$ cat src/rtl/pbu_pkg.sv
// Shared constants, types and fixed-point helpers for the premultiplied blend unit.
package pbu_pkg;

  localparam int FRAC_BITS = 15;
  localparam int PIX_W = 16;
  localparam int MODE_W = 3;
  localparam int unsigned ONE = 1 << FRAC_BITS;

  // Weight 1-x ranges over 0..ONE.
  localparam int WGT_W = FRAC_BITS + 1;
  localparam int MUL_W = (WGT_W > PIX_W) ? WGT_W : PIX_W;
  // A truncated product of two operands holds at most this many bits.
  localparam int PROD_W = (2 * PIX_W - FRAC_BITS > PIX_W) ? 2 * PIX_W - FRAC_BITS : PIX_W + 1;
  // Signed sum of up to three products.
  localparam int SUM_W = PROD_W + 3;

  localparam logic [MODE_W-1:0] MODE_NORMAL = 3'd0;
  localparam logic [MODE_W-1:0] MODE_PLUS = 3'd1;
  localparam logic [MODE_W-1:0] MODE_MULTIPLY = 3'd2;
  localparam logic [MODE_W-1:0] MODE_SCREEN = 3'd3;
  localparam logic [MODE_W-1:0] MODE_MIN = 3'd4;
  localparam logic [MODE_W-1:0] MODE_MAX = 3'd5;
  localparam logic [MODE_W-1:0] MODE_MIX = 3'd6;

  typedef struct packed {
    logic adv2;
    logic adv3;
  } pipe_ctl_t;

  function automatic logic [PROD_W-1:0] fx_mul(input logic [MUL_W-1:0] a,
                                               input logic [MUL_W-1:0] b);
    logic [2*MUL_W-1:0] full;
    full = a * b;
    return full[FRAC_BITS +: PROD_W];
  endfunction

  function automatic logic [WGT_W-1:0] fx_inv(input logic [PIX_W-1:0] x);
    logic [MUL_W-1:0] ext;
    logic [MUL_W-1:0] one_m;
    ext = MUL_W'(x);
    one_m = MUL_W'(ONE);
    if (ext >= one_m) begin
      return '0;
    end
    return WGT_W'(one_m - ext);
  endfunction

  function automatic logic [PIX_W-1:0] sat16(input logic signed [SUM_W-1:0] v);
    logic signed [SUM_W-1:0] top_v;
    top_v = signed'(SUM_W'({PIX_W{1'b1}}));
    if (v < 0) begin
      return '0;
    end
    if (v > top_v) begin
      return {PIX_W{1'b1}};
    end
    return v[PIX_W-1:0];
  endfunction

endpackage

$ cat src/rtl/pbu_channel.sv
// One color channel of the blend pipeline: product stage and mode-select stage.
module pbu_channel (
  input  logic                          clk,
  input  pbu_pkg::pipe_ctl_t            ctl,
  input  logic [pbu_pkg::MODE_W-1:0]    mode,
  input  logic [pbu_pkg::PIX_W-1:0]     s,
  input  logic [pbu_pkg::PIX_W-1:0]     d,
  input  logic [pbu_pkg::PIX_W-1:0]     as,
  input  logic [pbu_pkg::PIX_W-1:0]     ab,
  input  logic [pbu_pkg::WGT_W-1:0]     sonly,
  input  logic [pbu_pkg::WGT_W-1:0]     bonly,
  output logic [pbu_pkg::PIX_W-1:0]     result
);
  import pbu_pkg::*;

  logic [MODE_W-1:0] mode2;
  logic [PIX_W-1:0]  s2;
  logic [PIX_W-1:0]  d2;
  logic [PROD_W-1:0] p_sd;
  logic [PROD_W-1:0] p_ss;
  logic [PROD_W-1:0] p_db;
  logic [PROD_W-1:0] p_abs;
  logic [PROD_W-1:0] p_asd;

  logic [PROD_W-1:0]       pick;
  logic signed [SUM_W-1:0] sum;

  always_ff @(posedge clk) begin
    if (ctl.adv2) begin
      mode2 <= mode;
      s2    <= s;
      d2    <= d;
      p_sd  <= fx_mul(MUL_W'(s), MUL_W'(d));
      p_ss  <= fx_mul(MUL_W'(s), MUL_W'(sonly));
      p_db  <= fx_mul(MUL_W'(d), MUL_W'(bonly));
      p_abs <= fx_mul(MUL_W'(ab), MUL_W'(s));
      p_asd <= fx_mul(MUL_W'(as), MUL_W'(d));
    end
  end

  always_comb begin
    pick = (p_abs < p_asd) ? p_abs : p_asd;
    if (mode2 == MODE_MAX) begin
      pick = (p_abs > p_asd) ? p_abs : p_asd;
    end
    case (mode2)
      MODE_PLUS: begin
        sum = signed'(SUM_W'(s2)) + signed'(SUM_W'(d2));
      end
      MODE_MULTIPLY: begin
        sum = signed'(SUM_W'(p_sd)) + signed'(SUM_W'(p_ss)) + signed'(SUM_W'(p_db));
      end
      MODE_SCREEN: begin
        sum = signed'(SUM_W'(s2)) + signed'(SUM_W'(d2)) - signed'(SUM_W'(p_sd));
      end
      MODE_MIN, MODE_MAX: begin
        sum = signed'(SUM_W'(pick)) + signed'(SUM_W'(p_ss)) + signed'(SUM_W'(p_db));
      end
      MODE_NORMAL, MODE_MIX: begin
        sum = signed'(SUM_W'(s2)) + signed'(SUM_W'(p_db));
      end
      default: begin
        sum = signed'(SUM_W'(s2)) + signed'(SUM_W'(p_db));
      end
    endcase
  end

  always_ff @(posedge clk) begin
    if (ctl.adv3) begin
      result <= sat16(sum);
    end
  end

endmodule

$ cat config.mk
export PLATFORM = sky130hd
export DESIGN_NAME = pbu_channel
export DESIGN_NICKNAME = d
export VERILOG_FILES = /design/src/rtl/pbu_pkg.sv /design/src/rtl/pbu_channel.sv
export SDC_FILE = /design/constraint.sdc
export NUM_CORES = 2
export LEC_CHECK = 0
export BUFFER_PORTS_ARGS = -buffer_cell sky130_fd_sc_hd__buf_2
export CELL_PAD_IN_SITES_DETAIL_PLACEMENT = 1
export CELL_PAD_IN_SITES_GLOBAL_PLACEMENT = 1
export CORE_AREA = 2 2 344 346
export DETAILED_ROUTE_END_ITERATION = 6
export DIE_AREA = 0 0 346 348
export GPL_TIMING_DRIVEN = 0
export PLACE_DENSITY_LB_ADDON = 0.1
export SYNTH_ARGS = -nofsm -noshare
export SYNTH_HDL_FRONTEND = slang
export SYNTH_SLANG_ARGS = --single-unit
$ cat constraint.sdc
create_clock -name clk -period 7.75 [get_ports clk]
set_input_delay 0.3875 -clock clk [delete_from_list [all_inputs] [get_ports clk]]
set_output_delay 0.3875 -clock clk [all_outputs]
set_load 0.03 [all_outputs]
==> summary.md <==
| Metric | Value |
|---|---|
| # rows | 126 |
| Die extent in y | 348 µm |
| Clock Sinks | 136 |
| Cells after DPL | 7032 |
| Ys Warns | 0 |
| RD Place Congestion | 0.8914 |
| Synthesized instance count | 5378 |
| Ys flop type | edfxtp_1 |
| Seq/Total Area, Yosys | 8.365% |
| Startpoint Class | input port |
| Critical Path Most Common Cell | fa_1 |
| Minimum clock period | 7.483 ns |
| Kind of critical path | input port to register |
| #FFs+latches synth | 136 |
| TritonCTS Buffers | 17 |
| Clock-pin transition on the worst setup and hold timing paths | 0.06 ns |
| Most frequent cells in the layout | 1190 x inv_1, 1004 x fa_1, 910 x nand2_1 |
| CP Data Arrival Time | 7.68 ns |
| Max-capacitance violation count | 0 |
| Setup slack, reg-to-reg | 0.49 ns |
| Max stage delay on crit path | 0.65 ns |
| CP cell instances | buf_2 > clkbuf_1 > clkbuf_1 > nand2_1 > fa_1 > fa_1 > fa_1 > fa_1 > fa_1 > inv_1 > fa_1 > ha_1 > a21o_1 > nor4_2 > a21oi_1 > o2111ai_1 > a21oi_1 > o31ai_1 > o21bai_1 > a21oi_1 > xnor2_1 |
| ANT nets after route | 0 |
| RSZ-0062 raised after global routing | false |
| Setup repair bufs after CTS | 0 |
| Vias | 37190 |
| Async S/R FF share, synth | 0% |
| Drt pass-1 iters | 5 |
| Setup-failing EPs final | 0 |
| Cell Count, Final, Fillers Out | 7057 |
| Via density | 5.270 |
| Worst Setup Slack, final | 0.2673 ns |
| Placed Area | 0.05137 mm² |
| Status | finished clean |
| Clk root buf | clkbuf_16 |
| R2R Path End | result[2] |
| GR Overflow Total | 0 |
| HP Start | mode[1] |
| First-pass GRT wire length | 258000 µm |
| P&R area growth vs syn | 6.722% |
| Max Clk Rate | 0.1336 GHz |
| GRT Overall Usage | 28.79% |
| Vias in the first global route | 41030 |
| Clock tree buffer depth | 2 |
| Share of cells above drive strength 1 | 4.368% |
| Detailed placer's ending HPWL | 145500 µm |
| Hold crit path type | input port to register |
| Reg-to-Reg Start | p_asd[1] |
| WHS Endpoint | mode2[1] |
| Die X | 346 µm |
| Hold path depth | 1 |
| CTS tree | done |
| Nets | 7214 |
| Filler cell count | 13800 |
| Worst-path maximum fanout | 10 |
| Final Cycle Share | 96.55% |
| Final Skew | 0.01006 ns |
| Starting Density | 41.74% |
| Post-synth EDFFs | 136 |
| Synthesized area | 0.04882 mm² |
| Die area | 0.1204 mm² |
| Drt drc | 0 |
| Worst Reg-to-Reg Cells | 27 |
| Per-cell routed wire length | 23.86 µm |
| H-tree depth | 4 |
| Top Ports | 118 |
| Synth cell types | 66 |
| Count of input and output buffers | 117 |
| Minimum hold slack | 0.1194 ns |
| Slew Viols, Final | 0 |
| Pre-CTS WS | -1.323 ns |
| Total Wirelength | 168400 µm |
| Number of antenna violations at the first check in global routing | 20 |
| Most common cell after layout, fill and taps aside | inv_1 |
| CP max stage cell | clkbuf_1 |
| Slew @ Worst Pin | 1.459 ns |
| Fin. Hold Viols | 0 |
| DRT iter0 DRCs | 2135 |
| WP buf/inv | 4 |
| Synth Area per Inst | 9.079 µm² |
| Syn_nets | 7087 |
| Crit. End Element | register |
| Core area | 0.1170 mm² |
| Final instance area | 0.05211 mm² |
| Clock latency on the worst-skew pair | 0.45 ns |
| Worst endpoint required time | 7.94 ns |
| Max_slew headroom | 2.740% |
| Largest net degree at the start of global routing | 62 |
| Family with the most delay on the worst path | adder cells |
==> sequential cells by signal, summed over array words and instances, names as in the netlist <==
| register | cells |
|---|---|
| result | 16 |
| p_ss | 17 |
| p_sd | 17 |
| p_db | 17 |
| mode2 | 3 |
| s2 | 16 |
| p_asd | 17 |
| p_abs | 17 |
| d2 | 16 |
==> synth_stat cells (all sizes together), types with 4 or more instances <==
cell	n	area, µm²
inv	1190	4467
fa	1004	20100
nand2	910	3416
ha	603	7545
and2	433	2709
clkbuf	232	870.8
edfxtp	136	4084
nor2	123	461.7
a21oi	120	604.3
xnor2	90	788.3
o21ai	86	430.4
a21o	50	375.4
xor2	44	385.4
nor3	41	210.2
o21a	31	232.7
nor2b	23	143.9
a211oi	22	165.2
nand3	20	100.1
nand4	19	118.9
a31oi	15	93.84
nand2b	15	93.84
mux2	12	135.1
o21bai	12	90.09
or3	12	75.07
a221oi	10	87.58
o31ai	10	75.07
and3	8	50.05
a211o	7	61.31
a21boi	7	52.55
mux2i	7	70.07
nor4	7	43.79
a22oi	6	45.04
a41oi	6	52.55
o221ai	6	52.55
o22ai	6	37.54
o211ai	5	37.54
a2111oi	4	53.81
a31o	4	35.03
o31a	4	35.03
==> through the flow <==
stage | TNS (ns) | util [%]
5_1_grt | 0 | 44.54
4_1_cts | 0 | 44.46
3_3_place_gp | -40.64 | 43.88
6_report | 0 | 44.54
2_1_floorplan | 0 | -
3_5_place_dp | -43.94 | 43.91
==> how the worst max path moves through the flow <==
stage / start / end / slack [ns] / cells after the start
floorplan: d[1] / p_asd[16] / 0.99 / 25
global placement: d[8] / p_asd[16] / -1.28 / 25
detailed placement: d[8] / p_asd[16] / -1.32 / 25
CTS: d[11] / p_asd[16] / 0.01 / 22
global route: d[13] / p_sd[16] / 0.0001 / 21
finish: d[13] / p_sd[16] / 0.27 / 21
==> final cells by class <==
class	count	area [µm²]	share of cell area (%)
clock inverters	14	185.2	0.3554
flip-flops and latches	136	4084	7.838
well taps	1536	1922	3.688
inverters	1190	4467	8.572
repair buffers	118	619.3	1.189
clock buffers	18	429.2	0.8236
multi-input cells	3817	39440	75.69
plain buffers	225	952.2	1.827
diodes	3	7.507	0.01441
==> kinds of logic (layout without fill, tap and decap cells) <==
family	count (synthesis)	count (layout)	share of synthesized area (%)
xor+xnor	134	134	2.404
simple gates	1624	1624	15.41
mux	19	19	0.4203
flops	136	136	8.365
fa+ha+maj	1607	1607	56.62
other cells	0	3	0
compound gates	433	433	5.804
buf+inv	1425	1565	10.98
==> metal layers <==
layer / wire (µm) / GRT usage (%) / vias to the layer above / part of all wire [%]
met3: 8809 / 3.299 / 165 / 5.2
met4: 4138 / 6.497 / 6 / 2.5
li1: - / - / 16560 / -
met5: 48 / 0 / - / 0.029
met2: 78110 / 46.95 / 910 / 46
met1: 77250 / 41.19 / 19550 / 46
==> repair_timing <==
action                                 CTS  global route
gates cloned                             0             0
hold buffers                             0             0
endpoints found under the hold margin    0             0
resized for setup                       35            83
setup endpoints to repair               45            27
Power is not shown: default switching activity piles up to over one toggle a cycle in this logic, so the estimate is an artifact.
